`src/rtl/egcd_pkg.sv`:
```
package egcd_pkg;

   localparam int WIDTH   = 31;
   localparam int COEF_W  = WIDTH + 1;
   localparam int SHIFT_W = $clog2(WIDTH);
   localparam int AMT_W   = SHIFT_W + 1;

   // sequencer to datapath
   typedef struct packed {
      logic load;
      logic grow;
      logic reduce;
   } ctrl_type;

   // datapath to sequencer
   typedef struct packed {
      logic fits;
      logic k_zero;
      logic rem_zero;
   } status_type;

endpackage

```
`src/rtl/egcd_req_if.sv`:
```
interface egcd_req_if;
   import egcd_pkg::*;

   logic             valid;
   logic             ready;
   logic [WIDTH-1:0] value_a;
   logic [WIDTH-1:0] value_b;

   modport source (output valid, output value_a, output value_b, input ready);
   modport sink   (input valid, input value_a, input value_b, output ready);

endinterface

```
`src/rtl/egcd_rsp_if.sv`:
```
interface egcd_rsp_if;
   import egcd_pkg::*;

   logic                     valid;
   logic                     ready;
   logic [WIDTH-1:0]         divisor;
   logic signed [COEF_W-1:0] coef_a;
   logic signed [COEF_W-1:0] coef_b;

   modport source (output valid, output divisor, output coef_a, output coef_b, input ready);
   modport sink   (input valid, input divisor, input coef_a, input coef_b, output ready);

endinterface

```
`src/rtl/egcd_datapath.sv`:
```
module egcd_datapath (
   input  logic                            clock,
   input  egcd_pkg::ctrl_type              ctrl,
   input  logic [egcd_pkg::WIDTH-1:0]      value_a,
   input  logic [egcd_pkg::WIDTH-1:0]      value_b,
   output egcd_pkg::status_type            status,
   output logic [egcd_pkg::WIDTH-1:0]      divisor,
   output logic signed [egcd_pkg::COEF_W-1:0] coef_a,
   output logic signed [egcd_pkg::COEF_W-1:0] coef_b
);
   import egcd_pkg::*;

   logic [WIDTH-1:0]   rp_ff, rp_in, rc_ff, rc_in;
   logic [COEF_W-1:0]  sp_ff, sp_in, sc_ff, sc_in;
   logic [COEF_W-1:0]  tp_ff, tp_in, tc_ff, tc_in;
   logic [SHIFT_W-1:0] k_ff, k_in;

   logic [AMT_W-1:0]   amount;
   logic [WIDTH:0]     shifted_r;
   logic [COEF_W-1:0]  shifted_s, shifted_t;
   logic               fits;
   logic [WIDTH-1:0]   rem;
   logic [COEF_W-1:0]  s_new, t_new;

   // shared shift, compare and subtract unit
   // grow probes one position higher, reduce works at the current position
   assign amount    = ctrl.grow ? ({1'b0, k_ff} + AMT_W'(1)) : {1'b0, k_ff};
   assign shifted_r = {1'b0, rc_ff} << amount;
   assign shifted_s = sc_ff << amount;
   assign shifted_t = tc_ff << amount;
   assign fits      = shifted_r <= {1'b0, rp_ff};
   assign rem       = fits ? (rp_ff - shifted_r[WIDTH-1:0]) : rp_ff;
   assign s_new     = fits ? (sp_ff - shifted_s) : sp_ff;
   assign t_new     = fits ? (tp_ff - shifted_t) : tp_ff;

   always_comb begin
      rp_in = rp_ff;
      rc_in = rc_ff;
      sp_in = sp_ff;
      sc_in = sc_ff;
      tp_in = tp_ff;
      tc_in = tc_ff;
      k_in  = k_ff;
      if (ctrl.load) begin
         rp_in = value_a;
         rc_in = value_b;
         sp_in = COEF_W'(1);
         sc_in = '0;
         tp_in = '0;
         tc_in = COEF_W'(1);
         k_in  = '0;
      end else if (ctrl.grow) begin
         if (fits) begin
            k_in = amount[SHIFT_W-1:0];
         end
      end else if (ctrl.reduce) begin
         if (k_ff == '0) begin
            // quotient complete: rotate the remainder sequence
            rp_in = rc_ff;
            rc_in = rem;
            sp_in = sc_ff;
            sc_in = s_new;
            tp_in = tc_ff;
            tc_in = t_new;
         end else begin
            rp_in = rem;
            sp_in = s_new;
            tp_in = t_new;
            k_in  = k_ff - SHIFT_W'(1);
         end
      end
   end

   always_ff @(posedge clock) begin
      rp_ff <= rp_in;
      rc_ff <= rc_in;
      sp_ff <= sp_in;
      sc_ff <= sc_in;
      tp_ff <= tp_in;
      tc_ff <= tc_in;
      k_ff  <= k_in;
   end

   assign status.fits     = fits;
   assign status.k_zero   = (k_ff == '0);
   assign status.rem_zero = (rem == '0);

   assign divisor = rp_ff;
   assign coef_a  = sp_ff;
   assign coef_b  = tp_ff;

endmodule

```
`src/rtl/egcd_sequencer.sv`:
```
module egcd_sequencer (
   input  logic                 clock,
   input  logic                 reset,
   input  logic                 req_valid,
   input  logic                 b_zero,
   input  logic                 rsp_ready,
   input  egcd_pkg::status_type status,
   output egcd_pkg::ctrl_type   ctrl,
   output logic                 req_ready,
   output logic                 rsp_valid
);
   import egcd_pkg::*;

   localparam logic [1:0] ST_IDLE   = 2'd0;
   localparam logic [1:0] ST_GROW   = 2'd1;
   localparam logic [1:0] ST_REDUCE = 2'd2;
   localparam logic [1:0] ST_DONE   = 2'd3;

   logic [1:0] state_ff, state_in;

   always_comb begin
      state_in = state_ff;
      ctrl     = '0;
      case (state_ff)
         ST_IDLE: begin
            if (req_valid) begin
               ctrl.load = 1'b1;
               state_in  = b_zero ? ST_DONE : ST_GROW;
            end
         end
         ST_GROW: begin
            ctrl.grow = 1'b1;
            // stop widening once the next shift would overshoot
            if (!status.fits) begin
               state_in = ST_REDUCE;
            end
         end
         ST_REDUCE: begin
            ctrl.reduce = 1'b1;
            if (status.k_zero) begin
               state_in = status.rem_zero ? ST_DONE : ST_GROW;
            end
         end
         ST_DONE: begin
            if (rsp_ready) begin
               state_in = ST_IDLE;
            end
         end
         default: begin
            state_in = ST_IDLE;
         end
      endcase
   end

   always_ff @(posedge clock) begin
      if (reset) begin
         state_ff <= ST_IDLE;
      end else begin
         state_ff <= state_in;
      end
   end

   assign req_ready = (state_ff == ST_IDLE);
   assign rsp_valid = (state_ff == ST_DONE);

`ifndef ASSERT_OFF
   a_ctrl_onehot: assert property (@(posedge clock) disable iff (reset)
      $onehot0({ctrl.load, ctrl.grow, ctrl.reduce}))
      else $error("more than one datapath command at once");

   a_zero_b_direct: assert property (@(posedge clock) disable iff (reset)
      (req_valid && req_ready && b_zero) |=> rsp_valid)
      else $error("request with zero second operand not answered at once");

   a_descend_stays: assert property (@(posedge clock) disable iff (reset)
      (ctrl.reduce && !status.k_zero) |=> ctrl.reduce)
      else $error("quotient bit loop left before reaching position zero");

   a_no_overlap: assert property (@(posedge clock) disable iff (reset)
      rsp_valid |-> !req_ready)
      else $error("request taken while a result is pending");
`endif

endmodule

```
`src/rtl/extended_gcd_bezout_unit.sv`:
```
// Each request is loaded, then for every quotient the shift is widened (grow) and the
// quotient is built one bit position at a time back down to zero (reduce).
// One request at a time: a new request is taken only in idle, once the result has gone.
// All steps share one shift/compare/subtract unit.
// Reset (synchronous, active high) returns the sequencer to idle and drops
// any request in flight; no state survives between requests.
module extended_gcd_bezout_unit (
   input logic       clock,
   input logic       reset,
   egcd_req_if.sink   req_if,
   egcd_rsp_if.source rsp_if
);
   import egcd_pkg::*;

   ctrl_type   ctrl;
   status_type status;

   egcd_sequencer u_sequencer (
      .clock     (clock),
      .reset     (reset),
      .req_valid (req_if.valid),
      .b_zero    (req_if.value_b == '0),
      .rsp_ready (rsp_if.ready),
      .status    (status),
      .ctrl      (ctrl),
      .req_ready (req_if.ready),
      .rsp_valid (rsp_if.valid)
   );

   egcd_datapath u_datapath (
      .clock   (clock),
      .ctrl    (ctrl),
      .value_a (req_if.value_a),
      .value_b (req_if.value_b),
      .status  (status),
      .divisor (rsp_if.divisor),
      .coef_a  (rsp_if.coef_a),
      .coef_b  (rsp_if.coef_b)
   );

endmodule
```
`src/flat_wrapper.sv`:
```
// flat-port wrapper written by rule: the top's interface ports become plain ports
module extended_gcd_bezout_unit_flat import egcd_pkg::*;
  (clock, reset, req_if_valid, req_if_value_a, req_if_value_b, req_if_ready, rsp_if_valid, rsp_if_divisor, rsp_if_coef_a, rsp_if_coef_b, rsp_if_ready);
  egcd_req_if req_if_i ();
  egcd_rsp_if rsp_if_i ();
  input logic clock;
  input logic reset;
  input wire logic [$bits(req_if_i.valid)-1:0] req_if_valid;
  input wire logic [$bits(req_if_i.value_a)-1:0] req_if_value_a;
  input wire logic [$bits(req_if_i.value_b)-1:0] req_if_value_b;
  output wire logic [$bits(req_if_i.ready)-1:0] req_if_ready;
  output wire logic [$bits(rsp_if_i.valid)-1:0] rsp_if_valid;
  output wire logic [$bits(rsp_if_i.divisor)-1:0] rsp_if_divisor;
  output wire logic [$bits(rsp_if_i.coef_a)-1:0] rsp_if_coef_a;
  output wire logic [$bits(rsp_if_i.coef_b)-1:0] rsp_if_coef_b;
  input wire logic [$bits(rsp_if_i.ready)-1:0] rsp_if_ready;
  assign req_if_i.valid = req_if_valid;
  assign req_if_i.value_a = req_if_value_a;
  assign req_if_i.value_b = req_if_value_b;
  assign req_if_ready = req_if_i.ready;
  assign rsp_if_valid = rsp_if_i.valid;
  assign rsp_if_divisor = rsp_if_i.divisor;
  assign rsp_if_coef_a = rsp_if_i.coef_a;
  assign rsp_if_coef_b = rsp_if_i.coef_b;
  assign rsp_if_i.ready = rsp_if_ready;
  extended_gcd_bezout_unit u_core (.clock(clock), .reset(reset), .req_if(req_if_i), .rsp_if(rsp_if_i));
endmodule
```
`config.mk`:
```
export PLATFORM = sky130hd
export DESIGN_NAME = extended_gcd_bezout_unit_flat
export DESIGN_NICKNAME = d
export VERILOG_FILES = /design/src/rtl/egcd_pkg.sv /design/src/rtl/egcd_req_if.sv /design/src/rtl/egcd_rsp_if.sv /design/src/rtl/egcd_datapath.sv /design/src/rtl/egcd_sequencer.sv /design/src/rtl/extended_gcd_bezout_unit.sv /design/src/flat_wrapper.sv
export SDC_FILE = /design/constraint.sdc
export NUM_CORES = 1
export LEC_CHECK = 0
export ABC_CLOCK_PERIOD_IN_PS = 7470
export BUFFER_PORTS_ARGS = -buffer_cell sky130_fd_sc_hd__clkbuf_2
export CAP_MARGIN = 10
export CORE_UTILIZATION = 40
export CTS_CLUSTER_DIAMETER = 120
export DETAILED_ROUTE_END_ITERATION = 8
export MAX_ROUTING_LAYER = met4
export PLACE_DENSITY_LB_ADDON = 0.1
export SYNTH_ARGS = -nofsm -noshare
export SYNTH_HDL_FRONTEND = slang
export SYNTH_HIERARCHICAL = 1
export SYNTH_SLANG_ARGS = --single-unit
```
`constraint.sdc`:
```
create_clock -name clock -period 7.47 [get_ports clock]
set_input_delay 0 -clock clock [delete_from_list [all_inputs] [get_ports clock]]
set_output_delay 0 -clock clock [all_outputs]
set_load 0.03 [all_outputs]
```
==> results.ini, run 1 <==
[outcome]
run_status = finished, final reports clean

[routing]
average_detailed_routed_wire_length_per_instance_um = 23.8
detail_route.vias_per_cell = 6.08
via_count = 19900
finalWirelength_um = 78200
drt_drc_violations_left = 0
drt-pass1-iter-count = 6
detailedRoute.firstIterationViolations = 1565
ant_nets = 0

[critical_path]
critPathLaunchType = flop
timing.critical_path.fanout_max = 30
worstSetupPathType = flop to flop
endpoint_kind = flop
critPathRequiredTime_ns = 7.90
critPathArrivalTime_ns = 7.55

[place]
place.detailed.instances = 3183
post-dp-hpwl_um = 58400
routabilityCongestion = 1.00
place.port_buffers = 162
place_ws_ns = 0.105

[timing]
post-route-worst-setup-slack_ns = 0.342
report.final.slew_viol_count = 0
setup_viol_count_final = 0
grt_setup_unrepaired = no
max_slew_margin = 0.336
finalHoldViolations = 0
finalCriticalPeriod_ns = 7.13
final.period_utilization = 0.954
worst_pin_slew_ns = 0.986
finalClockSkew_ns = 0.0216
fmaxAchievable_mhz = 140
final.setup.tns_ns = 0

[synthesis]
syn_std_cell_area_um2 = 19200
synth_enable_flop_cells = 62
dominantRegCellSynth = sky130_fd_sc_hd__dfxtp_1
yosys_register_bits = 197
postSynthCellCount = 2530
synth_sequential_area_ratio = 0.238
syn_nets = 2726
mean_area_per_synthesized_cell_um2 = 7.58
yosys_warnings = 6
ys_async_sr_fraction = 0
distinct_cell_type_count_after_synthesis = 82

[grt]
grt_first_pass_wirelength_um = 118000
globalRouteOverflowTotal = 0
antenna_found_initial = 0
grt_max_degree = 67
global_route.usage.total = 0.325
grt_pass1_vias = 19000

[clock_tree]
cts.sink_count = 197
numCtsBuffers = 17
clk_latency_ns = 0.53
clkSlewWorstSetupHoldPaths_ns = 0.08
cts_tree = done
post-cts-setup-buffers = 0
maximum_count_of_clock_buffers_along_a_single_path = 2
ctsRootBufferMaster = sky130_fd_sc_hd__clkbuf_16
cts.htree.levels = 4

[final_layout]
final_nets = 2857
area_delta_synth_final_pct = 14.2
final_instance_count_without_filler_cells = 3281
insertedDiodeCount = 0
post_route_cells_drive_above_1_share = 0.117

[floorplanning]
fp.dieArea_um2 = 48800
die_w_um = 221
core-area_um2 = 47000
core.rowCount = 79
initial_utilization = 0.409
boundaryPins = 163
die_h_um = 221

[job]
timing.max_cap.violations = 0

[min_path]
hold_path.class = primary input to flop

==> state kept, by name, summed over array words and instances (netlist names) <==
register and count:
u_core/u_datapath/coef_a 32, u_core/u_datapath/coef_b 32, u_core/u_datapath/divisor 31, u_core/u_datapath/k_ff 5, u_core/u_datapath/rc_ff 31, u_core/u_datapath/sc_ff 32, u_core/u_datapath/tc_ff 32, u_core/u_sequencer/state_ff 2
==> repair_timing <==
item / CTS / global route
hold buffers: 66 / 0
hold endpoints to repair: 63 / 0
setup endpoints to repair: 0 / 13
gates resized for setup: 0 / 8
==> cells in the mapped netlist, drive strengths merged, types with 7 or more instances <==
| cell | instances | area share |
|---|---|---|
| nand2 | 353 | 0.069 |
| o21ai | 249 | 0.065 |
| mux2i | 235 | 0.12 |
| nor2 | 214 | 0.042 |
| a21oi | 207 | 0.054 |
| dfxtp | 135 | 0.14 |
| ha | 127 | 0.083 |
| clkbuf | 114 | 0.022 |
| inv | 102 | 0.020 |
| edfxtp | 62 | 0.097 |
| buf | 53 | 0.013 |
| a211oi | 49 | 0.019 |
| nand3 | 48 | 0.013 |
| nor3 | 43 | 0.011 |
| xnor2 | 41 | 0.019 |
| a21o | 36 | 0.014 |
| xor2 | 34 | 0.016 |
| a32oi | 31 | 0.014 |
| o21a | 29 | 0.011 |
| and3 | 27 | 0.0088 |
| nand4 | 22 | 0.0072 |
| nand2b | 21 | 0.0068 |
| and2 | 20 | 0.0066 |
| nor4 | 20 | 0.0068 |
| nor2b | 19 | 0.0066 |
| o31ai | 19 | 0.0074 |
| mux2 | 18 | 0.011 |
| a22o | 14 | 0.0064 |
| a31oi | 13 | 0.0042 |
| a311o | 12 | 0.0063 |
| o211ai | 12 | 0.0047 |
| o21bai | 11 | 0.0043 |
| or3 | 11 | 0.0036 |
| a2111oi | 10 | 0.0052 |
| o22ai | 10 | 0.0033 |
| a21boi | 8 | 0.0031 |
| a22oi | 8 | 0.0031 |
| a221oi | 7 | 0.0032 |
| o31a | 7 | 0.0032 |
==> through the flow <==
| stage | cell area (um2) | util | hold WS [ns] |
|---|---|---|---|
| 6_report | 21900 | 0.467 | 0.0802 |
| 2_1_floorplan | 19200 | - | 0.0624 |
| 5_1_grt | 21900 | 0.467 | 0.0355 |
| 3_3_place_gp | 20600 | 0.438 | 0.229 |
| 3_5_place_dp | 20600 | 0.438 | 0.218 |
| 4_1_cts | 21900 | 0.466 | 0.00701 |
==> cells by family (layout without fill, tap and decap cells) <==
family                     count (synthesis)  after routing  share of synthesized area
and+or+nand+nor                          825            825                      0.192
AOI/OAI and AO/OA                        772            772                      0.252
buffers and inverters                    272            416                     0.0563
muxes                                    259            259                      0.141
DFF                                      197            197                      0.238
adders and majority gates                130            130                     0.0860
xor gates and xnor gates                  75             75                     0.0342
==> final cells by class <==
| type | instances | area, um2 |
|---|---|---|
| clock buffer | 21 | 503 |
| clock inverter | 11 | 134 |
| fill | 4726 | 25000 |
| inverter | 105 | 399 |
| multi-input combinational | 2061 | 13700 |
| sequential | 197 | 4560 |
| tap | 607 | 759 |
| timing repair buffer | 279 | 1880 |
==> layer usage <==
| layer | GRT usage | routed length [um] |
|---|---|---|
| met3 | 0.0437 | 4470 |
| met2 | 0.525 | 36600 |
| met1 | 0.418 | 34700 |
| met5 | - | 0 |
| met4 | 0.107 | 2440 |
==> worst max-delay path, cell delays in order, from the launching register on <==
cell and delay (ns):
sky130_fd_sc_hd__dfxtp_1 0.54, sky130_fd_sc_hd__inv_1 0.08, sky130_fd_sc_hd__ha_1 0.37, sky130_fd_sc_hd__mux2i_4 0.37, sky130_fd_sc_hd__buf_6 0.35, sky130_fd_sc_hd__buf_6 0.35, sky130_fd_sc_hd__mux2i_1 0.28, sky130_fd_sc_hd__mux4_2 0.29
sky130_fd_sc_hd__nand2_1 0.09, sky130_fd_sc_hd__a32oi_1 0.49, sky130_fd_sc_hd__inv_1 0.10, sky130_fd_sc_hd__ha_1 0.43, sky130_fd_sc_hd__a211oi_1 0.25, sky130_fd_sc_hd__nand2_1 0.12, sky130_fd_sc_hd__a2111oi_0 0.51, sky130_fd_sc_hd__a31oi_1 0.19
sky130_fd_sc_hd__or2_4 0.31, sky130_fd_sc_hd__clkinv_4 0.20, sky130_fd_sc_hd__mux2i_1 0.19, sky130_fd_sc_hd__a2111oi_2 0.37, sky130_fd_sc_hd__nand4_1 0.16, sky130_fd_sc_hd__nor4_1 0.29, sky130_fd_sc_hd__and4_1 0.27, sky130_fd_sc_hd__nand2b_1 0.11
sky130_fd_sc_hd__o21ai_0 0.09, sky130_fd_sc_hd__a221oi_1 0.24
==> placed cells by master (no fill, tap or decap), types with 62 or more instances in the layout <==
cell	n
sky130_fd_sc_hd__edfxtp_1	62
sky130_fd_sc_hd__nor2_1	211
sky130_fd_sc_hd__ha_1	126
sky130_fd_sc_hd__clkbuf_2	162
sky130_fd_sc_hd__mux2i_1	234
sky130_fd_sc_hd__o21ai_0	245
sky130_fd_sc_hd__dlygate4sd3_1	66
sky130_fd_sc_hd__nand2_1	352
sky130_fd_sc_hd__inv_1	101
sky130_fd_sc_hd__a21oi_1	204
sky130_fd_sc_hd__dfxtp_1	135
==> final timing paths <==
kind	from	endpoint	slack, ns	cells past startpoint
hold / removal	req_if_value_b[3]	u_core/u_datapath/rc_ff[3]$_DFFE_PP_	0.08	3
setup / recovery	u_core/u_datapath/k_ff[1]$_SDFFE_PP0P_	u_core/u_sequencer/state_ff[1]$_SDFFE_PP0P_	0.34	25
setup reg to reg	u_core/u_datapath/k_ff[1]$_SDFFE_PP0P_	u_core/u_sequencer/state_ff[1]$_SDFFE_PP0P_	0.34	25
hold reg to reg	u_core/u_datapath/tc_ff[31]$_SDFFE_PP0P_	u_core/u_datapath/tc_ff[31]$_SDFFE_PP0P_	0.49	2
Power of run 1 is not shown: default switching activity piles up to over one toggle a cycle in this logic, so the estimate is an artifact.
==> run 2: changes to the inputs <==
Settings changed: ABC_CLOCK_PERIOD_IN_PS 7470 to 6000.
Clock period 7.47 ns to 6 ns, I/O delays scaled along.
==> run 2 against run 1 <==
  * The run now ends with negative setup slack left
  * Register-to-register slack worse by 0.48 ns
  * Routed wire length is 7.1% higher
  * Utilization is 5.0 points higher
  * Final area is 11% higher
  * Clock skew is 0.0024 ns lower
  * Highest routed layer unchanged
==> results.ini, run 2 (synthesized netlist as in run 1, its figures left out) <==
[outcome]
run_status = complete, but fails checks  ; was finished, final reports clean
failing_checks = negative setup slack

[job]
timing.max_cap.violations = 0  ; unchanged

[grt]
grt.met3_usage = 0.0343  ; was 0.0437
globalRoute.busiestLayer = met2  ; unchanged
grt_pass1_vias = 19900  ; was 19,000
grt_first_pass_wirelength_um = 123000  ; was 118,000 um
met2_usage = 0.568  ; was 0.525
globalRouteOverflowTotal = 0  ; unchanged
antenna_found_initial = 1  ; was 0
global_route.usage.total = 0.339  ; was 0.325
grt_use_met1 = 0.426  ; was 0.418
grt_max_degree = 70  ; was 67

[place]
place.port_buffers = 162  ; unchanged
place.detailed.instances = 3395  ; was 3,183
routabilityCongestion = 0.994  ; was 1.00
post-dp-hpwl_um = 62200  ; was 58,400 um

[timing]
finalHoldViolations = 0  ; unchanged
fmaxAchievable_mhz = 163  ; was 140 MHz
post-route-worst-setup-slack_ns = -0.142  ; was 0.342 ns
finalClockSkew_ns = 0.0192  ; was 0.0216 ns
final.period_utilization = 1.02  ; was 0.954
max_slew_margin = 0.258  ; was 0.336
worst_pin_slew_ns = 1.11  ; was 0.986 ns
report.final.slew_viol_count = 0  ; unchanged
finalCriticalPeriod_ns = 6.14  ; was 7.13 ns
grt_setup_unrepaired = yes  ; was no
setup_viol_count_final = 1  ; was 0

[routing]
drt_drc_violations_left = 0  ; unchanged
finalWirelength_um = 83800  ; was 78,200 um
drt-pass1-iter-count = 6  ; unchanged
via_count = 21100  ; was 19,900
average_detailed_routed_wire_length_per_instance_um = 23.7  ; was 23.8 um
detail_route.vias_per_cell = 5.98  ; was 6.08
detailedRoute.firstIterationViolations = 1748  ; was 1,565
ant_nets = 0  ; unchanged

[clock_tree]
maximum_count_of_clock_buffers_along_a_single_path = 2  ; unchanged
ctsRootBufferMaster = sky130_fd_sc_hd__clkbuf_16  ; unchanged
clk_latency_ns = 0.51  ; was 0.53 ns
cts.sink_count = 197  ; unchanged
cts_tree = done  ; unchanged
cts.htree.levels = 4  ; unchanged
numCtsBuffers = 17  ; unchanged
clkSlewWorstSetupHoldPaths_ns = 0.08  ; about the same

[critical_path]
critPathArrivalTime_ns = 6.55  ; was 7.55 ns
timing.critical_path.fanout_max = 8  ; was 30
endpoint_kind = flop  ; unchanged
worstSetupPathType = flop to flop  ; unchanged
critPathLaunchType = flop  ; unchanged
timing.critical_path.slowest_cell_delay_ns = 0.56  ; was 0.54 ns
cpMaxStageDelayCell = sky130_fd_sc_hd__mux4_2  ; was sky130_fd_sc_hd__dfxtp_1
r2r_setup_slack_ns = -0.14  ; was 0.34 ns
critPathRequiredTime_ns = 6.41  ; was 7.90 ns

[final_layout]
most-common-layout-cells = sky130_fd_sc_hd__nand2_1, sky130_fd_sc_hd__buf_4, sky130_fd_sc_hd__o21ai_0, sky130_fd_sc_hd__mux2i_1, sky130_fd_sc_hd__nor2_1  ; was sky130_fd_sc_hd__nand2_1, sky130_fd_sc_hd__o21ai_0, sky130_fd_sc_hd__mux2i_1, sky130_fd_sc_hd__nor2_1, sky130_fd_sc_hd__a21oi_1
post_route_cells_drive_above_1_share = 0.204  ; was 0.117
area_delta_synth_final_pct = 26.4  ; was 14.2%
insertedDiodeCount = 0  ; unchanged
final_nets = 3107  ; was 2,857
final_instance_count_without_filler_cells = 3530  ; was 3,281
most_common_cell_after_layout_fill_and_taps_aside = sky130_fd_sc_hd__nand2_1  ; unchanged

[floorplanning]
core.rowCount = 79  ; unchanged
core-area_um2 = 47000  ; unchanged
fp.dieArea_um2 = 48800  ; unchanged
boundaryPins = 163  ; unchanged
die_w_um = 221  ; unchanged
initial_utilization = 0.409  ; unchanged
die_h_um = 221  ; unchanged

[min_path]
hold_path.class = primary input to flop  ; unchanged

-- run 2: path summary, 6_finish.rpt --
check / start / end / cells past startpoint
max: u_core/u_sequencer/state_ff[0]$_SDFFE_PP0P_ / u_core/u_sequencer/state_ff[1]$_SDFFE_PP0P_ / 28
min: req_if_value_b[3] / u_core/u_datapath/rc_ff[3]$_DFFE_PP_ / 3
min reg2reg: u_core/u_datapath/tc_ff[31]$_SDFFE_PP0P_ / u_core/u_datapath/tc_ff[31]$_SDFFE_PP0P_ / 2
max reg2reg: u_core/u_sequencer/state_ff[0]$_SDFFE_PP0P_ / u_core/u_sequencer/state_ff[1]$_SDFFE_PP0P_ / 28
-- run 2: cell type report --
class / count / area, um2
clock buffer: 24 / 482
clock inverter: 7 / 93.8
fill: 4603 / 22700
inverter: 105 / 402
multi-input combinational: 2061 / 14000
sequential: 197 / 4570
tap: 607 / 759
timing repair buffer: 528 / 3990
timing repair inverter: 1 / 6.26
-- run 2: metrics by stage --
| stage | hold WS (ns) | TNS [ns] | cell area, um2 | utilization | setup WS [ns] |
|---|---|---|---|---|---|
| CTS | 0.0234 | 0 | 23800 | 0.506 | 0.00130 |
| detailed placement | 0.196 | -0.787 | 22200 | 0.473 | -0.493 |
| global route | 0.0641 | -1.77 | 24300 | 0.517 | -0.428 |
| global placement | 0.196 | -0.597 | 22200 | 0.473 | -0.398 |
| floorplan | 0.0624 | -0.0483 | 19200 | - | -0.0483 |
| finish | 0.0817 | -0.142 | 24300 | 0.517 | -0.142 |
-- run 2: metal layers --
metal / vias to the layer above / part of all wire
met3: 133 / 0.052
met4: 0 / 0.032
met1: 10200 / 0.44
met5: - / 0
li1: 9976 / -
met2: 749 / 0.48
-- run 2: timing repair --
item | 4_1_cts | 5_1_grt
endpoints found under the hold margin | 69 | 0
hold buffers | 65 | 0
pin swaps | 12 | 16
gates resized for setup | 32 | 51
setup endpoints to repair | 19 | 63
cloned | 1 | 4
setup buffers | 23 | 12
-- run 2: critical path: cells and delay by family (launching register included) --
kind,cells,cell delay [ns]
AO/OA/AOI/OAI,8,1.60
adder cells (fa/ha/maj),1,0.26
AND/OR/NAND/NOR,10,2.03
buffers and inverters,6,0.73
multiplexers,3,1.10
flip-flops,1,0.33
Power of run 2 is left out for the same reason.
==> run 3: changes to the inputs <==
Settings changed: PLACE_DENSITY set to 0.63, PLACE_DENSITY_LB_ADDON 0.1 to unset, SETUP_SLACK_MARGIN set to 0.3, SKIP_LAST_GASP set to 1.
==> run 3 against run 2 <==
  * The flow now finishes without violations
  * Clock skew hardly changed
  * Utilization is 0.57 points higher
  * Non-clock buffer count is 22 higher
  * Fmax is 3.2% higher
  * Final cell count is 0.62% higher
  * Worst setup slack better by 0.19 ns
  * Register-to-register slack better by 0.19 ns
  * First-iteration DRC count is 3.8% higher
  * Routed wire length is 3.2% lower
  * Global-route usage is 0.83 points lower
  * Final area is 1.1% higher
  * Via count is 0.61% higher
  * Largest cell class unchanged
  * Highest routed layer unchanged
==> results.ini, run 3 (synthesized netlist as in run 1, its figures left out) <==
[clock_tree]
cts_tree = done  ; unchanged
clkSlewWorstSetupHoldPaths_ns = 0.07  ; was 0.08 ns
numCtsBuffers = 17  ; unchanged
cts.sink_count = 197  ; unchanged
maximum_count_of_clock_buffers_along_a_single_path = 2  ; unchanged
ctsRootBufferMaster = sky130_fd_sc_hd__clkbuf_16  ; unchanged
cts.htree.levels = 4  ; unchanged
clk_latency_ns = 0.53  ; was 0.51 ns

[routing]
via_count = 21200  ; was 21,100
average_detailed_routed_wire_length_per_instance_um = 22.8  ; was 23.7 um
drt-pass1-iter-count = 9  ; was 6
drt_drc_violations_left = 0  ; unchanged
finalWirelength_um = 81100  ; was 83,800 um
ant_nets = 0  ; unchanged
detailedRoute.firstIterationViolations = 1814  ; was 1,748
detail_route.vias_per_cell = 5.98  ; about the same

[timing]
grt_setup_unrepaired = yes  ; unchanged
final.period_utilization = 0.992  ; was 1.02
finalCriticalPeriod_ns = 5.95  ; was 6.14 ns
finalHoldViolations = 0  ; unchanged
worst_pin_slew_ns = 1.11  ; about the same
fmaxAchievable_mhz = 168  ; was 163 MHz
setup_viol_count_final = 0  ; was 1
finalClockSkew_ns = 0.0196  ; was 0.0192 ns
report.final.slew_viol_count = 0  ; unchanged
holdWs_ns = 0.0387  ; was 0.0817 ns
max_slew_margin = 0.255  ; was 0.258

[grt]
grt_first_pass_wirelength_um = 121000  ; was 123,000 um
globalRouteOverflowTotal = 0  ; unchanged
grt_pass1_vias = 20400  ; was 19,900
global_route.usage.total = 0.330  ; was 0.339
antenna_found_initial = 1  ; unchanged
grt_max_degree = 68  ; was 70

[floorplanning]
initial_utilization = 0.409  ; unchanged
die_h_um = 221  ; unchanged
core-area_um2 = 47000  ; unchanged
die_w_um = 221  ; unchanged
core.rowCount = 79  ; unchanged
boundaryPins = 163  ; unchanged
fp.dieArea_um2 = 48800  ; unchanged

[critical_path]
worstSetupPathType = flop to flop  ; unchanged
worst_r2r_start = u_core/u_datapath/k_ff[0]$_SDFFE_PP0P_  ; was u_core/u_sequencer/state_ff[0]$_SDFFE_PP0P_
critPathArrivalTime_ns = 6.38  ; was 6.55 ns
critPathLaunchType = flop  ; unchanged
cpMaxStageDelayCell = sky130_fd_sc_hd__mux4_2  ; unchanged
path_delay_family = simple AND/OR/NAND/NOR gates  ; unchanged
timing.critical_path.slowest_cell_delay_ns = 0.56  ; about the same
worstPathBufferInverterCount = 6  ; unchanged
critPathRequiredTime_ns = 6.43  ; was 6.41 ns
r2r_endpoint = u_core/u_sequencer/state_ff[1]$_SDFFE_PP0P_  ; unchanged
timing.critical_path.fanout_max = 7  ; was 8
r2r_cells = 27  ; was 28
endpoint_kind = flop  ; unchanged
r2r_setup_slack_ns = 0.05  ; was -0.14 ns

[place]
post-dp-hpwl_um = 60200  ; was 62,200 um
place.port_buffers = 162  ; unchanged
routabilityCongestion = 0.998  ; was 0.994

[min_path]
worstHoldEndpoint = u_core/u_datapath/rc_ff[3]$_DFFE_PP_  ; unchanged
hold_path_origin = req_if_value_b[3]  ; unchanged
worst_hold_depth = 3  ; unchanged
hold_path.class = primary input to flop  ; unchanged

[job]
timing.max_cap.violations = 0  ; unchanged

[final_layout]
area_delta_synth_final_pct = 27.8  ; was 26.4%
post_route_cells_drive_above_1_share = 0.218  ; was 0.204
multi_input_comb_area_um2 = 14100  ; was 14,000 um2
fillers = 4510  ; was 4,603
final_nets = 3128  ; was 3,107
most-common-layout-cells = sky130_fd_sc_hd__nand2_1, sky130_fd_sc_hd__buf_4, sky130_fd_sc_hd__o21ai_0, sky130_fd_sc_hd__mux2i_1, sky130_fd_sc_hd__nor2_1  ; unchanged
most_common_cell_after_layout_fill_and_taps_aside = sky130_fd_sc_hd__nand2_1  ; unchanged
sequential_cell_area_um2 = 4570  ; unchanged

[outcome]
run_status = finished, final reports clean  ; was complete, but fails checks

-- run 3: changes by cell type in the layout (fill, tap and decap cells not counted), moves of 4 or more --
cell,delta
sky130_fd_sc_hd__buf_4,+25
sky130_fd_sc_hd__a21oi_2,+12
sky130_fd_sc_hd__a21oi_1,-11
sky130_fd_sc_hd__buf_6,-7
sky130_fd_sc_hd__o21ai_0,-5
sky130_fd_sc_hd__a32oi_1,-4
sky130_fd_sc_hd__clkinv_4,+4
-- run 3: repair_timing --
action / in CTS / in global routing
hold endpoints to repair: 63 / 0
setup endpoints to repair: 197 / 105
pin swaps: 17 / 20
hold buffers: 65 / 0
buffers inserted: 15 / 8
gates cloned: 0 / 5
resized for setup: 60 / 64
-- run 3: metrics by stage --
stage                util  instance area (um2)  setup TNS [ns]  instances  worst slack (ns)
global placement    0.478                22500           -5.85       3427            -0.636
global route        0.522                24500          -0.182       3552            -0.182
detailed placement  0.478                22500          -11.22       3427            -0.778
CTS                 0.512                24100               0       3538            0.0934
floorplan               -                19300               0       2530             0.303
finish              0.522                24500               0       3552            0.0489
-- run 3: how the worst max path moves through the flow --
| stage | slack [ns] | depth (start not counted) | endpoint | from |
|---|---|---|---|---|
| CTS | 0.09 | 27 | u_core/u_sequencer/state_ff[1]$_SDFFE_PP0P_ | u_core/u_sequencer/state_ff[0]$_SDFFE_PP0P_ |
| global placement | -0.64 | 26 | u_core/u_sequencer/state_ff[1]$_SDFFE_PP0P_ | u_core/u_datapath/k_ff[0]$_SDFFE_PP0P_ |
| detailed placement | -0.78 | 26 | u_core/u_sequencer/state_ff[1]$_SDFFE_PP0P_ | u_core/u_datapath/k_ff[0]$_SDFFE_PP0P_ |
| floorplan | 0.30 | 32 | u_core/u_sequencer/state_ff[1]$_SDFFE_PP0P_ | u_core/u_sequencer/state_ff[0]$_SDFFE_PP0P_ |
| global route | -0.18 | 27 | u_core/u_sequencer/state_ff[1]$_SDFFE_PP0P_ | u_core/u_sequencer/state_ff[0]$_SDFFE_PP0P_ |
| finish | 0.05 | 27 | u_core/u_sequencer/state_ff[1]$_SDFFE_PP0P_ | u_core/u_datapath/k_ff[0]$_SDFFE_PP0P_ |
-- run 3: area by class of cell --
cell class                      count  area share
Multi-Input combinational cell   2061       0.573
Antenna cell                        1    0.000102
Tap cell                          607      0.0310
Timing Repair Buffer              550       0.170
Clock buffer                       18      0.0175
Clock inverter                     13     0.00500
Inverter                          105      0.0165
Sequential cell                   197       0.186
-- run 3: worst register-to-register path, cell delays in order (launching register included) --
cell	delay, ns
sky130_fd_sc_hd__dfxtp_1	0.35
sky130_fd_sc_hd__inv_2	0.08
sky130_fd_sc_hd__ha_4	0.25
sky130_fd_sc_hd__mux2i_4	0.17
sky130_fd_sc_hd__buf_12	0.16
sky130_fd_sc_hd__mux2_4	0.32
sky130_fd_sc_hd__mux4_2	0.56
sky130_fd_sc_hd__a222oi_1	0.45
sky130_fd_sc_hd__nand2_1	0.12
sky130_fd_sc_hd__o21ai_2	0.09
sky130_fd_sc_hd__inv_2	0.06
sky130_fd_sc_hd__ha_4	0.27
sky130_fd_sc_hd__nand4_1	0.15
sky130_fd_sc_hd__nor4_4	0.35
sky130_fd_sc_hd__buf_4	0.17
sky130_fd_sc_hd__o211ai_1	0.08
sky130_fd_sc_hd__a31oi_1	0.23
sky130_fd_sc_hd__or2_4	0.18
sky130_fd_sc_hd__clkinv_4	0.06
sky130_fd_sc_hd__buf_6	0.12
sky130_fd_sc_hd__mux2i_4	0.19
sky130_fd_sc_hd__a2111oi_4	0.37
sky130_fd_sc_hd__nand4_1	0.16
sky130_fd_sc_hd__nor4_2	0.24
sky130_fd_sc_hd__and4_1	0.29
sky130_fd_sc_hd__nand2b_4	0.14
sky130_fd_sc_hd__o21ai_2	0.06
sky130_fd_sc_hd__a221oi_2	0.20
-- run 3: layer usage --
layer | routed length (um) | GRT usage | share of wire | vias to the layer above
met2 | 37700 | 0.535 | 0.46 | 820
met1 | 35000 | 0.414 | 0.43 | 10200
met4 | 3400 | 0.136 | 0.042 | 0
met5 | 0 | - | 0 | -
met3 | 5020 | 0.0450 | 0.062 | 164
li1 | - | - | - | 9995
Power of run 3 is left out for the same reason.
